### src/rtl/cai_pkg.sv
`timescale 1ns / 1ps
`default_nettype none
package cai_pkg;

	localparam int STEPS     = 1000;
	localparam int STEP_W    = $clog2(STEPS);
	localparam int REM_W     = $clog2(2 * STEPS);
	localparam int A_W       = 26;
	localparam int AGE_W     = 36;
	localparam int H0_W      = 8;
	localparam int WM_W      = 16;
	localparam int WR_W      = 32;
	localparam int CFG_W     = 32;
	localparam int CFG_IDX_W = 2;
	localparam int X_W       = 42;
	localparam int X2_W      = 52;
	localparam int X4_W      = 56;
	localparam int MT_W      = 50;
	localparam int KT_W      = 54;
	localparam int VT_W      = 56;
	localparam int WK_W      = 34;
	localparam int D_W       = 60;
	localparam int SQ_W      = 58;
	localparam int ROOT_W    = 29;
	localparam int DIV_N_W   = 64;
	localparam int DIV_D_W   = 30;

	// reciprocal of STEPS, scaled by 2^RECIP_SH and rounded up
	localparam int RECIP_SH = 63 + STEP_W;
	localparam logic [63:0] RECIP_STEPS =
		64'(((128'd1 << RECIP_SH) + 128'(STEPS) - 128'd1) / 128'(STEPS));
	localparam logic [63:0] YEARS_NUM = 64'd977800000000;
	localparam logic [63:0] AGE_MAX   = 64'h0000_000F_FFFF_FFFF;

	localparam logic [H0_W-1:0] HUBBLE_RST = 8'd67;
	localparam logic [WM_W-1:0] MATTER_RST = 16'd20808;
	localparam logic [WM_W-1:0] VACUUM_RST = 16'd44728;
	localparam logic [WR_W-1:0] RADIATION_RST = 32'd398501;

	typedef enum logic [CFG_IDX_W-1:0] {
		CFG_HUBBLE,
		CFG_MATTER,
		CFG_VACUUM,
		CFG_RADIATION
	} cfg_idx_t;

	typedef enum logic {
		DIV_TERM,
		DIV_YEARS
	} div_sel_t;

	typedef enum logic [1:0] {
		MUL_X0,
		MUL_MEAN,
		MUL_T,
		MUL_Y
	} mul_sel_t;

	typedef enum logic [4:0] {
		ST_IDLE,
		ST_X0_GO,
		ST_X0_WAIT,
		ST_P1,
		ST_P2,
		ST_P3,
		ST_P4,
		ST_CHK,
		ST_SQ_WAIT,
		ST_DV_WAIT,
		ST_MEAN_GO,
		ST_MEAN_WAIT,
		ST_TM_GO,
		ST_TM_WAIT,
		ST_YM_GO,
		ST_YM_WAIT,
		ST_HD_GO,
		ST_HD_WAIT,
		ST_DONE
	} ctrl_state_t;

	typedef struct packed {
		logic     load;
		logic     div_start;
		div_sel_t div_sel;
		logic     x0_cap;
		logic     p1;
		logic     p2;
		logic     p3;
		logic     p4;
		logic     sqrt_start;
		logic     acc;
		logic     adv;
		logic     m_cap;
		logic     mul_start;
		mul_sel_t mul_sel;
		logic     t_cap;
		logic     y_cap;
		logic     yr_cap;
		logic     sat_max;
		logic     out_load;
	} cai_cmd_t;

	typedef struct packed {
		logic div_done;
		logic sqrt_done;
		logic mul_done;
		logic d_pos;
		logic last;
		logic h0_zero;
	} cai_sts_t;

endpackage
`default_nettype wire

### src/rtl/cai_ctrl.sv
`timescale 1ns / 1ps
`default_nettype none
module cai_ctrl (
	input  wire logic                  clk,
	input  wire logic                  arst_n,
	input  wire logic                  in_valid,
	input  wire logic                  out_ready,
	input  wire cai_pkg::cai_sts_t     sts,
	output logic                       in_ready,
	output logic                       out_valid,
	output cai_pkg::cai_cmd_t          cmd
);
	cai_pkg::ctrl_state_t state_q;
	cai_pkg::ctrl_state_t state_nx;
	logic out_valid_q;
	logic out_free;

	assign in_ready  = state_q == cai_pkg::ST_IDLE;
	assign out_valid = out_valid_q;
	assign out_free  = !out_valid_q || out_ready;

	always_comb begin
		state_nx = state_q;
		case (state_q)
			cai_pkg::ST_IDLE:      if (in_valid) state_nx = cai_pkg::ST_X0_GO;
			cai_pkg::ST_X0_GO:     state_nx = cai_pkg::ST_X0_WAIT;
			cai_pkg::ST_X0_WAIT:   if (sts.mul_done) state_nx = cai_pkg::ST_P1;
			cai_pkg::ST_P1:        state_nx = cai_pkg::ST_P2;
			cai_pkg::ST_P2:        state_nx = cai_pkg::ST_P3;
			cai_pkg::ST_P3:        state_nx = cai_pkg::ST_P4;
			cai_pkg::ST_P4:        state_nx = cai_pkg::ST_CHK;
			cai_pkg::ST_CHK: begin
				if (sts.d_pos) begin
					state_nx = cai_pkg::ST_SQ_WAIT;
				end else begin
					state_nx = sts.last ? cai_pkg::ST_MEAN_GO : cai_pkg::ST_P1;
				end
			end
			cai_pkg::ST_SQ_WAIT:   if (sts.sqrt_done) state_nx = cai_pkg::ST_DV_WAIT;
			cai_pkg::ST_DV_WAIT: begin
				if (sts.div_done) begin
					state_nx = sts.last ? cai_pkg::ST_MEAN_GO : cai_pkg::ST_P1;
				end
			end
			cai_pkg::ST_MEAN_GO:   state_nx = cai_pkg::ST_MEAN_WAIT;
			cai_pkg::ST_MEAN_WAIT: if (sts.mul_done) state_nx = cai_pkg::ST_TM_GO;
			cai_pkg::ST_TM_GO:     state_nx = cai_pkg::ST_TM_WAIT;
			cai_pkg::ST_TM_WAIT:   if (sts.mul_done) state_nx = cai_pkg::ST_YM_GO;
			cai_pkg::ST_YM_GO:     state_nx = cai_pkg::ST_YM_WAIT;
			cai_pkg::ST_YM_WAIT:   if (sts.mul_done) state_nx = cai_pkg::ST_HD_GO;
			cai_pkg::ST_HD_GO: begin
				state_nx = sts.h0_zero ? cai_pkg::ST_DONE : cai_pkg::ST_HD_WAIT;
			end
			cai_pkg::ST_HD_WAIT:   if (sts.div_done) state_nx = cai_pkg::ST_DONE;
			cai_pkg::ST_DONE:      if (out_free) state_nx = cai_pkg::ST_IDLE;
			default:               state_nx = cai_pkg::ST_IDLE;
		endcase
	end

	always_comb begin
		cmd = '0;
		cmd.div_sel = cai_pkg::DIV_TERM;
		cmd.mul_sel = cai_pkg::MUL_T;
		case (state_q)
			cai_pkg::ST_IDLE:    cmd.load = in_valid;
			cai_pkg::ST_X0_GO: begin
				cmd.mul_start = 1'b1;
				cmd.mul_sel   = cai_pkg::MUL_X0;
			end
			cai_pkg::ST_X0_WAIT: cmd.x0_cap = sts.mul_done;
			cai_pkg::ST_P1:      cmd.p1 = 1'b1;
			cai_pkg::ST_P2:      cmd.p2 = 1'b1;
			cai_pkg::ST_P3:      cmd.p3 = 1'b1;
			cai_pkg::ST_P4:      cmd.p4 = 1'b1;
			cai_pkg::ST_CHK: begin
				cmd.sqrt_start = sts.d_pos;
				cmd.adv        = !sts.d_pos;
			end
			cai_pkg::ST_SQ_WAIT: begin
				cmd.div_start = sts.sqrt_done;
				cmd.div_sel   = cai_pkg::DIV_TERM;
			end
			cai_pkg::ST_DV_WAIT: begin
				cmd.div_sel = cai_pkg::DIV_TERM;
				cmd.acc     = sts.div_done;
				cmd.adv     = sts.div_done;
			end
			cai_pkg::ST_MEAN_GO: begin
				cmd.mul_start = 1'b1;
				cmd.mul_sel   = cai_pkg::MUL_MEAN;
			end
			cai_pkg::ST_MEAN_WAIT: cmd.m_cap = sts.mul_done;
			cai_pkg::ST_TM_GO: begin
				cmd.mul_start = 1'b1;
				cmd.mul_sel   = cai_pkg::MUL_T;
			end
			cai_pkg::ST_TM_WAIT: cmd.t_cap = sts.mul_done;
			cai_pkg::ST_YM_GO: begin
				cmd.mul_start = 1'b1;
				cmd.mul_sel   = cai_pkg::MUL_Y;
			end
			cai_pkg::ST_YM_WAIT: cmd.y_cap = sts.mul_done;
			cai_pkg::ST_HD_GO: begin
				cmd.sat_max   = sts.h0_zero;
				cmd.div_start = !sts.h0_zero;
				cmd.div_sel   = cai_pkg::DIV_YEARS;
			end
			cai_pkg::ST_HD_WAIT: cmd.yr_cap = sts.div_done;
			cai_pkg::ST_DONE:    cmd.out_load = out_free;
			default: ;
		endcase
	end

	always_ff @(posedge clk or negedge arst_n) begin
		if (!arst_n) begin
			state_q     <= cai_pkg::ST_IDLE;
			out_valid_q <= 1'b0;
		end else begin
			state_q <= state_nx;
			if (cmd.out_load) begin
				out_valid_q <= 1'b1;
			end else if (out_ready) begin
				out_valid_q <= 1'b0;
			end
		end
	end

	a_load_safe: assert property (@(posedge clk) disable iff (!arst_n)
		cmd.out_load |-> (!out_valid_q || out_ready))
		else $error("result register overwritten while held");

	a_one_item: assert property (@(posedge clk) disable iff (!arst_n)
		(in_valid && in_ready) |=> !in_ready)
		else $error("second beat taken while busy");

	a_div_done_expected: assert property (@(posedge clk) disable iff (!arst_n)
		sts.div_done |-> (state_q == cai_pkg::ST_DV_WAIT || state_q == cai_pkg::ST_HD_WAIT))
		else $error("divider finished outside a wait state");

	a_out_after_done: assert property (@(posedge clk) disable iff (!arst_n)
		$rose(out_valid_q) |-> $past(state_q) == cai_pkg::ST_DONE)
		else $error("result raised outside the done state");
endmodule
`default_nettype wire

### config.mk
export PLATFORM = sky130hd
export DESIGN_NAME = cai_ctrl
export DESIGN_NICKNAME = d
export VERILOG_FILES = /design/src/rtl/cai_pkg.sv /design/src/rtl/cai_ctrl.sv
export SDC_FILE = /design/constraint.sdc
export NUM_CORES = 1
export LEC_CHECK = 0
export ABC_AREA = 0
export CAP_MARGIN = 0
export CORE_MARGIN = 2
export CORE_UTILIZATION = 50
export DETAILED_ROUTE_END_ITERATION = 16
export DONT_BUFFER_PORTS = 1
export PLACE_DENSITY = 0.69
export SLEW_MARGIN = 30
export SYNTH_ARGS = -nofsm -noshare
export SYNTH_HDL_FRONTEND = slang
export SYNTH_SLANG_ARGS = --single-unit
### constraint.sdc
create_clock -name clk -period 2.2 [get_ports clk]
set_input_delay 0.33 -clock clk [delete_from_list [all_inputs] [get_ports clk]]
set_output_delay 0.33 -clock clk [all_outputs]
set_load 0.02 [all_outputs]
After elaboration in Yosys (flattened, before gate mapping) --
Cells that the tools add are included.
Storage, ports and cells: input bits 10, logic and storage cells 69, bits in registers 6
Operators by class: reduce and logical (&&, ||, !) cells 7, multiplexer cells 33, equality and inequality tests 27
Operators with widths (number):
- 5-bit case mux with 19 select lines | 1
- 5-bit 2-to-1 mux | 9
- 5-bit by 4-bit equality test with 1-bit output (second input constant) | 8
- 5-bit by 3-bit equality test with 1-bit output (second input constant) | 4
- 2-bit inequality test (second input constant) | 9
- 1-bit 2-to-1 mux | 17
- 5-bit equality test (second input constant) | 3
- 3-bit case mux with 4 select lines | 1
- 5-bit by 2-bit equality test with 1-bit output (second input constant) | 2
- 9-bit AND reduction | 1
- 4-bit 2-to-1 mux | 2
- 5-bit by 1-bit equality test with 1-bit output (second input constant) | 1
- 5-bit logical NOT | 1
- 1-bit case mux with 2 select lines | 2
- 1-bit logical NOT | 3
- 2-bit 2-to-1 mux | 1
- 2-bit nonzero test | 1
- 1-bit logical OR | 1

Logic depth before layout (Yosys ltp) --
Gate-level depths: netlist (run 1).
word-level depth 4, depth in mapped cells 6, mapped depth without buffers 4

Worst setup path before layout (run 1) --
Ideal clock, no wire load.
kind register to output, from register state_q[1], to output cmd[16] (netlist bit), required time 1.870 ns, path slack 0.011 ns, stages on the path, launching flop included 5, arrival time 1.859 ns, path through dfrtp_1 buf_1 clkbuf_1 nand2_1 nor4b_1
RTL lines:
- from (decl) | line cai_ctrl.sv:13 | cai_pkg::ctrl_state_t state_q;
- from (signal assigned) | line cai_ctrl.sv:116 | state_q <= cai_pkg::ST_IDLE;
- from (signal assigned) | line cai_ctrl.sv:119 | state_q <= state_nx;
- to (decl) | line cai_ctrl.sv:11 | output cai_pkg::cai_cmd_t cmd

==> results.md, run 1 <==
- Setup TNS: 0 ns
- Post-Syn Nets: 108
- Layout Nets: 124
- Area contributors post-synth: dfrtp_1 21%, nor2_1 6.4%, nand2b_1 4.4%
- Layout area overhead: 23.0%
- Max FO, Critical Path: 7
- Distinct cells, synth: 39
- Detailed Routing Iterations Pass 1: 4
- Hold Crit Class: input port to register
- Final Hold Vio Count: 0
- Vias in the first global route: 692
- RSZ-0062 raised after global routing: no
- Routing usage on met2: 0.356
- Fraction of layout cells with a size suffix above 1: 0.304
- CORE AREA: 1320 sq um
- Pre-CTS setup slack: 0.246 ns
- Clock Path Buffers: 2
- Rows: 13
- IO Port Bufs: 0
- CTS tree: done
- Via count: 769
- Sequential area share after synthesis: 0.212
- F_max: 481 MHz
- Fin crit share: 0.944
- Maximum number of pins on one net before global-route repair: 14
- DR vias/cell: 6.06
- Worst Path Required: 1.87 ns
- Commonest non-fill, non-tap cell in the layout: buf_4
- Status: complete, no violations
- Cells after synthesis: 98
- Antenna Nets Post-Route: 0
- Pwr/cell area: 1450 nW/um^2
- Worst Skew: 0.000390 ns
- Total track usage: 0.220
- Crit start category: register
- Synthesized flop and latch total: 6
- Actual slew at the worst max-slew pin: 0.458 ns
- Crit end category: output port
- First-pass GRT wire length: 3040 um
- CTS H-tree depth: 1
- Clock tree sinks: 6
- R2R cell count: 4
- Final WS setup: 0.122 ns
- Crit path time final: 2.08 ns
- Hold path depth: 2
- Reg2reg end: state_q[0]
- Avg Inst Size Synth: 7.23 sq um
- Min-Delay Endpoint: out_valid
- Ys flop type: dfrtp_1
- Synth top area share: 0.212
- Clk_lat worst skew: 0.23 ns
- Final instance area: 871 sq um
- Setup Fix Bufs, Post-CTS: 0
- Max_slew headroom: 0.694
- Die Y: 41.6 um
- Slew Viols, Final: 0
- DP Area: 828 sq um
- Routed wire length: 1860 um
- Die area: 1730 sq um
- Antenna diode count: 0
- Placer Congestion: 0.949
- Num ports: 32
- DRT iter0 DRCs: 39
- Fill count: 120
- Hold_sp: out_ready
- Total Power: 1.26 mW
- Most frequent cells in the layout: 19 x buf_4, 12 x nor2_1, 8 x nand2_1
- CTS Buf Count: 3
- Routed WL per cell: 14.6 um
- Pleak: 0.388 nW
- Peak supply drop: 0.784 mV
- Dpl hpwl: 1500 um
- Post-synth ARST share: 1.00
- R2R Setup Slk: 0.21 ns
- Worst reg2reg startpoint: state_q[3]
- YS warnings: 0
- Max Cap Viol: 0
- Chip Width: 41.6 um
- CP arrival: 1.75 ns
- Cell Area, Synth: 708 sq um
- Met3 usage: 0.0130
- Root buf cell: clkbuf_4
- Synth area leader: dfrtp_1
- Overflow left after global routing: 0
- Initial antenna violation count: 0
- Starting density of the core: 0.538
- Final setup fails: 0
- CP Class: register to output port
- GRT met1 Usage: 0.311
- Busiest layer in global routing: met2
- # DRC: 0
- Clock-pin transition on the worst setup and hold timing paths: 0.04 ns
- EDFF count, synth: 0
worst max path at each step:
stage,from,to,cells after the start
2_1_floorplan,state_q[1],cmd[16],4
3_3_place_gp,state_q[3],state_q[0],4
3_5_place_dp,state_q[3],state_q[0],4
4_1_cts,state_q[3],cmd[18],3
5_1_grt,state_q[3],cmd[1],3
6_report,state_q[3],cmd[18],3
repair_timing:
action	in CTS	in global routing
endpoints found under the hold margin	6	0
endpoints found under the setup margin	0	3
gates resized for setup	0	4
hold buffers	1	0
report_power, final:
part	switching, mW	internal [mW]	total (mW)
Sequential	0.0602	0.157	0.217
Combinational	0.537	0.410	0.948
Clock	0.0341	0.0613	0.0954
per-layer routing:
| metal | wire length, um | up-vias | part of all wire |
|---|---|---|---|
| met5 | 0 | - | 0 |
| met4 | 14 | 0 | 0.0075 |
| met3 | 155 | 2 | 0.084 |
| met2 | 908 | 35 | 0.49 |
| met1 | 777 | 352 | 0.42 |
| li1 | - | 380 | - |
sequential cells by signal, summed over array words and instances, names as in the netlist:
signal     cells
out_valid      1
state_q        5
stage by stage:
stage / hold slack, ns / std cells / utilization
floorplan: 0.0344 / 98 / -
global placement: 0.0346 / 123 / 0.629
detailed placement: 0.0345 / 123 / 0.629
CTS: 0.331 / 127 / 0.653
global route: 0.376 / 127 / 0.661
finish: 0.343 / 127 / 0.661
cells in the mapped netlist, types with 3 or more instances:
master	count
nor2_1	12
and2_1	3
nand3_1	3
nand2_1	8
nor4_1	4
a21oi_1	4
clkbuf_1	7
dfrtp_1	6
inv_1	5
nand2b_1	5
o21ai_0	3
nor3_1	4
layout make-up:
type                            count  area [sq um]  share of cell area
Timing Repair Buffer               20           153               0.175
Inverter                            5          18.8              0.0216
Tap cell                           15          18.8              0.0216
Clock buffer                        3          22.5              0.0259
Sequential cell                     6           151               0.174
Multi-Input combinational cell     78           507               0.582
kinds of logic (layout without fill, tap and decap cells):
kind of cell	count (synthesis)	after routing	synth area share
and+or+nand+nor	52	52	0.406
AOI/OAI and AO/OA	19	19	0.186
buffers and inverters	14	28	0.0848
DFF	6	6	0.212
muxes	5	5	0.0866
xor gates and xnor gates	2	2	0.0247
worst max-delay path: stages (launching register included):
cell and delay [ns]:
dfrtp_1 0.43, or4b_2 0.71, nor3_2 0.17, a31o_2 0.20
Power figures use the tool's default switching activity.
==> run 2, diff against run 1 <==
ABC_AREA = 1   (was 0)
CORE_UTILIZATION = 40   (was 50)
PLACE_DENSITY = 0.58   (was 0.69)
==> run 2 against run 1 <==
Net effect: routed wire length is 13% higher; cell count increased by 34%; cell area increased by 1.7%.
==> results.md, run 2 <==
- DR vias/cell: 5.20 (-14%)
- Via count: 884 (+15%)
- # DRC: 0 (unchanged)
- Worst Path Required: 1.87 ns (about the same)
- Status: complete, no violations
- Total track usage: 0.189 (-0.0305)
- Commonest non-fill, non-tap cell in the layout: nand2_1
- CORE AREA: 1920 sq um (+46%)
- WP buf/inv: 1 (+1)
- DRT iter0 DRCs: 26 (-33%)
- Synthesized flop and latch total: 6 (unchanged)
- Routed WL per cell: 12.4 um (-15%)
- Commonest cells in the netlist: 38 x nand2_1, 23 x nor2_1, 10 x inv_1, 10 x nand3_1, 9 x inv_2
- EDFF count, synth: 0 (unchanged)
- Cell Area, Synth: 798 sq um (+13%)
- Placer Congestion: 0.874 (-7.9%)
- Final instance area: 886 sq um (+1.7%)
- Compound-cell area share of the yosys netlist: 0.0674 (-0.118)
- IO Port Bufs: 0 (unchanged)
- Final setup fails: 0 (unchanged)
- Setup TNS: 0 ns (unchanged)
- Distinct cells, synth: 23 (-41%)
- Hold Crit Class: input port to register
- Max_slew headroom: 0.676 (-0.0183)
- Root buf cell: clkbuf_4
- Num ports: 32 (unchanged)
- Ys flop type: dfrtp_1
- Synth area leader: dfrtp_1
- Die Y: 48.7 um (+17%)
- Actual slew at the worst max-slew pin: 0.484 ns (+0.0267 ns)
- CP most frequent cell: nand2_1
- XOR/XNOR Fraction of Synth Area: 0 (-0.0247)
- Post-Syn Nets: 147 (+36%)
- Most numerous cell in the Yosys netlist: nand2_1
- Max Cap Viol: 0 (unchanged)
- RSZ-0062 raised after global routing: no
- Simple-gate area share of the yosys netlist: 0.646 (+0.239)
- Vias in the first global route: 808 (+17%)
- First-pass GRT wire length: 3610 um (+19%)
- Clock-pin transition on the worst setup and hold timing paths: 0.05 ns (about the same)
- Most frequent cells in the layout: 38 x nand2_1, 23 x nor2_1, 10 x nand3_1, 10 x inv_1, 9 x inv_2
- Top reg by flops: state_q
- Rows: 16 (+3)
- CP arrival: 1.64 ns (-0.11 ns)
- CTS Buf Count: 3 (unchanged)
- Layout area overhead: 11.0%
- Fraction of layout cells with a size suffix above 1: 0.273 (-0.0308)
- Pwr/cell area: 1180 nW/um^2 (-18%)
- Avg Inst Size Synth: 5.83 sq um (-19%)
- Fill count: 235 (+96%)
- Clock tree sinks: 6 (unchanged)
- Crit path max-delay family: flip-flops
- Die area: 2370 sq um (+37%)
- Fin crit share: 0.896 (-0.0483)
- Post-synth ARST share: 1.00 (unchanged)
- Antenna diode count: 0 (unchanged)
- Pleak: 0.484 nW (+25%)
- Peak supply drop: 0.656 mV (-16%)
- Clock Path Buffers: 2 (unchanged)
- DP Area: 847 sq um (+2.3%)
- Cells after synthesis: 137 (+40%)
- Initial antenna violation count: 0 (unchanged)
- YS warnings: 0 (unchanged)
- Layout Nets: 155 (+25%)
- Slew Viols, Final: 0 (unchanged)
- Final Hold Vio Count: 0 (unchanged)
- CTS H-tree depth: 1 (unchanged)
- Maximum number of pins on one net before global-route repair: 11 (-3)
- Synth top area share: 0.188 (-0.0239)
- Dpl hpwl: 1740 um (+16%)
- Cell-by-cell trace of the critical path: inv_2 > nand2_1 > o21a_1 > nand2_1
- Largest register FFs: 5 (unchanged)
- Chip Width: 48.7 um (+17%)
- Adder-cell area share of the yosys netlist: 0 (unchanged)
- Clk_lat worst skew: 0.24 ns (about the same)
- Antenna Nets Post-Route: 0 (unchanged)
- CP Class: register to output port
- F_max: 507 MHz (+5.4%)
- Worst path slowest cell: dfrtp_1
- Crit start category: register
- Worst path max stage delay: 0.64 ns (-0.07 ns)
- Multiplexer share of the synthesized area: 0 (-0.0866)
- Max FO, Critical Path: 10 (+3)
- Worst Skew: 0.00214 ns (+0.00175 ns)
- Crit end category: output port
- CTS tree: done
- Largest family of logic cells by synthesized area: simple AND/OR/NAND/NOR gates
- Area contributors post-synth: dfrtp_1 19%, nand2_1 18%, nor2_1 11%
- Routed wire length: 2110 um (+13%)
- Setup Fix Bufs, Post-CTS: 0 (unchanged)
- Starting density of the core: 0.415 (-0.122)
- Sequential area share after synthesis: 0.188 (-0.0239)
- Detailed Routing Iterations Pass 1: 4 (unchanged)
- Crit path time final: 1.97 ns (-0.106 ns)
- Overflow left after global routing: 0 (unchanged)
## run 2: cell count changes after synthesis, sizes merged, moves of 3 or more
cell and delta:
nand3 +13, nor4 -4, mux2 -3, nor2 +22, inv +14, a21oi -4, nand2b -5, or4b -3
clkbuf -7, nand2 +35, nand4 +3
## run 2: path summary, 6_finish.rpt
path                            startpoint          to  slack, ns  cells past startpoint
worst max-delay path            state_q[4]      cmd[7]       0.23                      4
worst min-delay path             out_ready   out_valid       0.30                      2
worst max register to register  state_q[0]  state_q[1]       0.50                      7
worst min register to register  state_q[3]  state_q[3]       0.64                      2
max in group asynchronous           arst_n  state_q[3]       1.59                      1
min in group asynchronous           arst_n   out_valid       0.40                      1
## run 2: metrics by stage
step / instances / util / total power, mW / worst slack [ns] / hold slack, ns
after floorplan: 137 / - / 0.799 / 0.585 / 0.0344
after global placement: 166 / 0.441 / 0.940 / 0.446 / 0.0346
after detailed placement: 166 / 0.441 / 0.943 / 0.430 / 0.0345
after CTS: 170 / 0.458 / 1.05 / 0.163 / 0.287
after global routing: 170 / 0.461 / 1.16 / 0.0466 / 0.305
final: 170 / 0.461 / 1.05 / 0.229 / 0.295
## run 2: kinds of logic after synthesis
logic type	count (synthesis)
DFF	6
AOI/OAI and AO/OA	9
and+or+nand+nor	102
buffers and inverters	20
## run 2: area by class of cell
| type | instances | area, sq um | area share |
|---|---|---|---|
| multi-input combinational | 111 | 576 | 0.650 |
| sequential | 6 | 150 | 0.169 |
| inverter | 19 | 71.3 | 0.0805 |
| tap | 27 | 33.8 | 0.0381 |
| timing repair buffer | 4 | 32.5 | 0.0367 |
| clock buffer | 3 | 22.5 | 0.0254 |
## run 2: per-layer routing
metal / share of wire / track usage
met2: 0.44 / 0.288
met3: 0.075 / 0.0401
met5: 0 / 0
met1: 0.47 / 0.266
met4: 0.014 / 0.0619
## run 2: timing repair
action	in CTS	in global routing
endpoints found under the setup margin	0	1
hold buffers	1	0
resized for setup	0	1
endpoints found under the hold margin	6	0
## run 2: power breakdown
group	total, mW	switching, mW	internal, mW	leakage [nW]
registers	0.228	0.0817	0.146	0.0782
logic	0.718	0.509	0.209	0.392
clock network	0.101	0.0392	0.0617	0.0138
total	1.05	0.629	0.417	0.484
## run 2: worst reg2reg max path, cell delays in order (launching register included)
cell      delay (ns)
dfrtp_1         0.48
nor2_1          0.24
nand3_1         0.19
nor2_1          0.43
nor2_1          0.10
nand3b_1        0.10
nand2_1         0.05
nand2_1         0.05
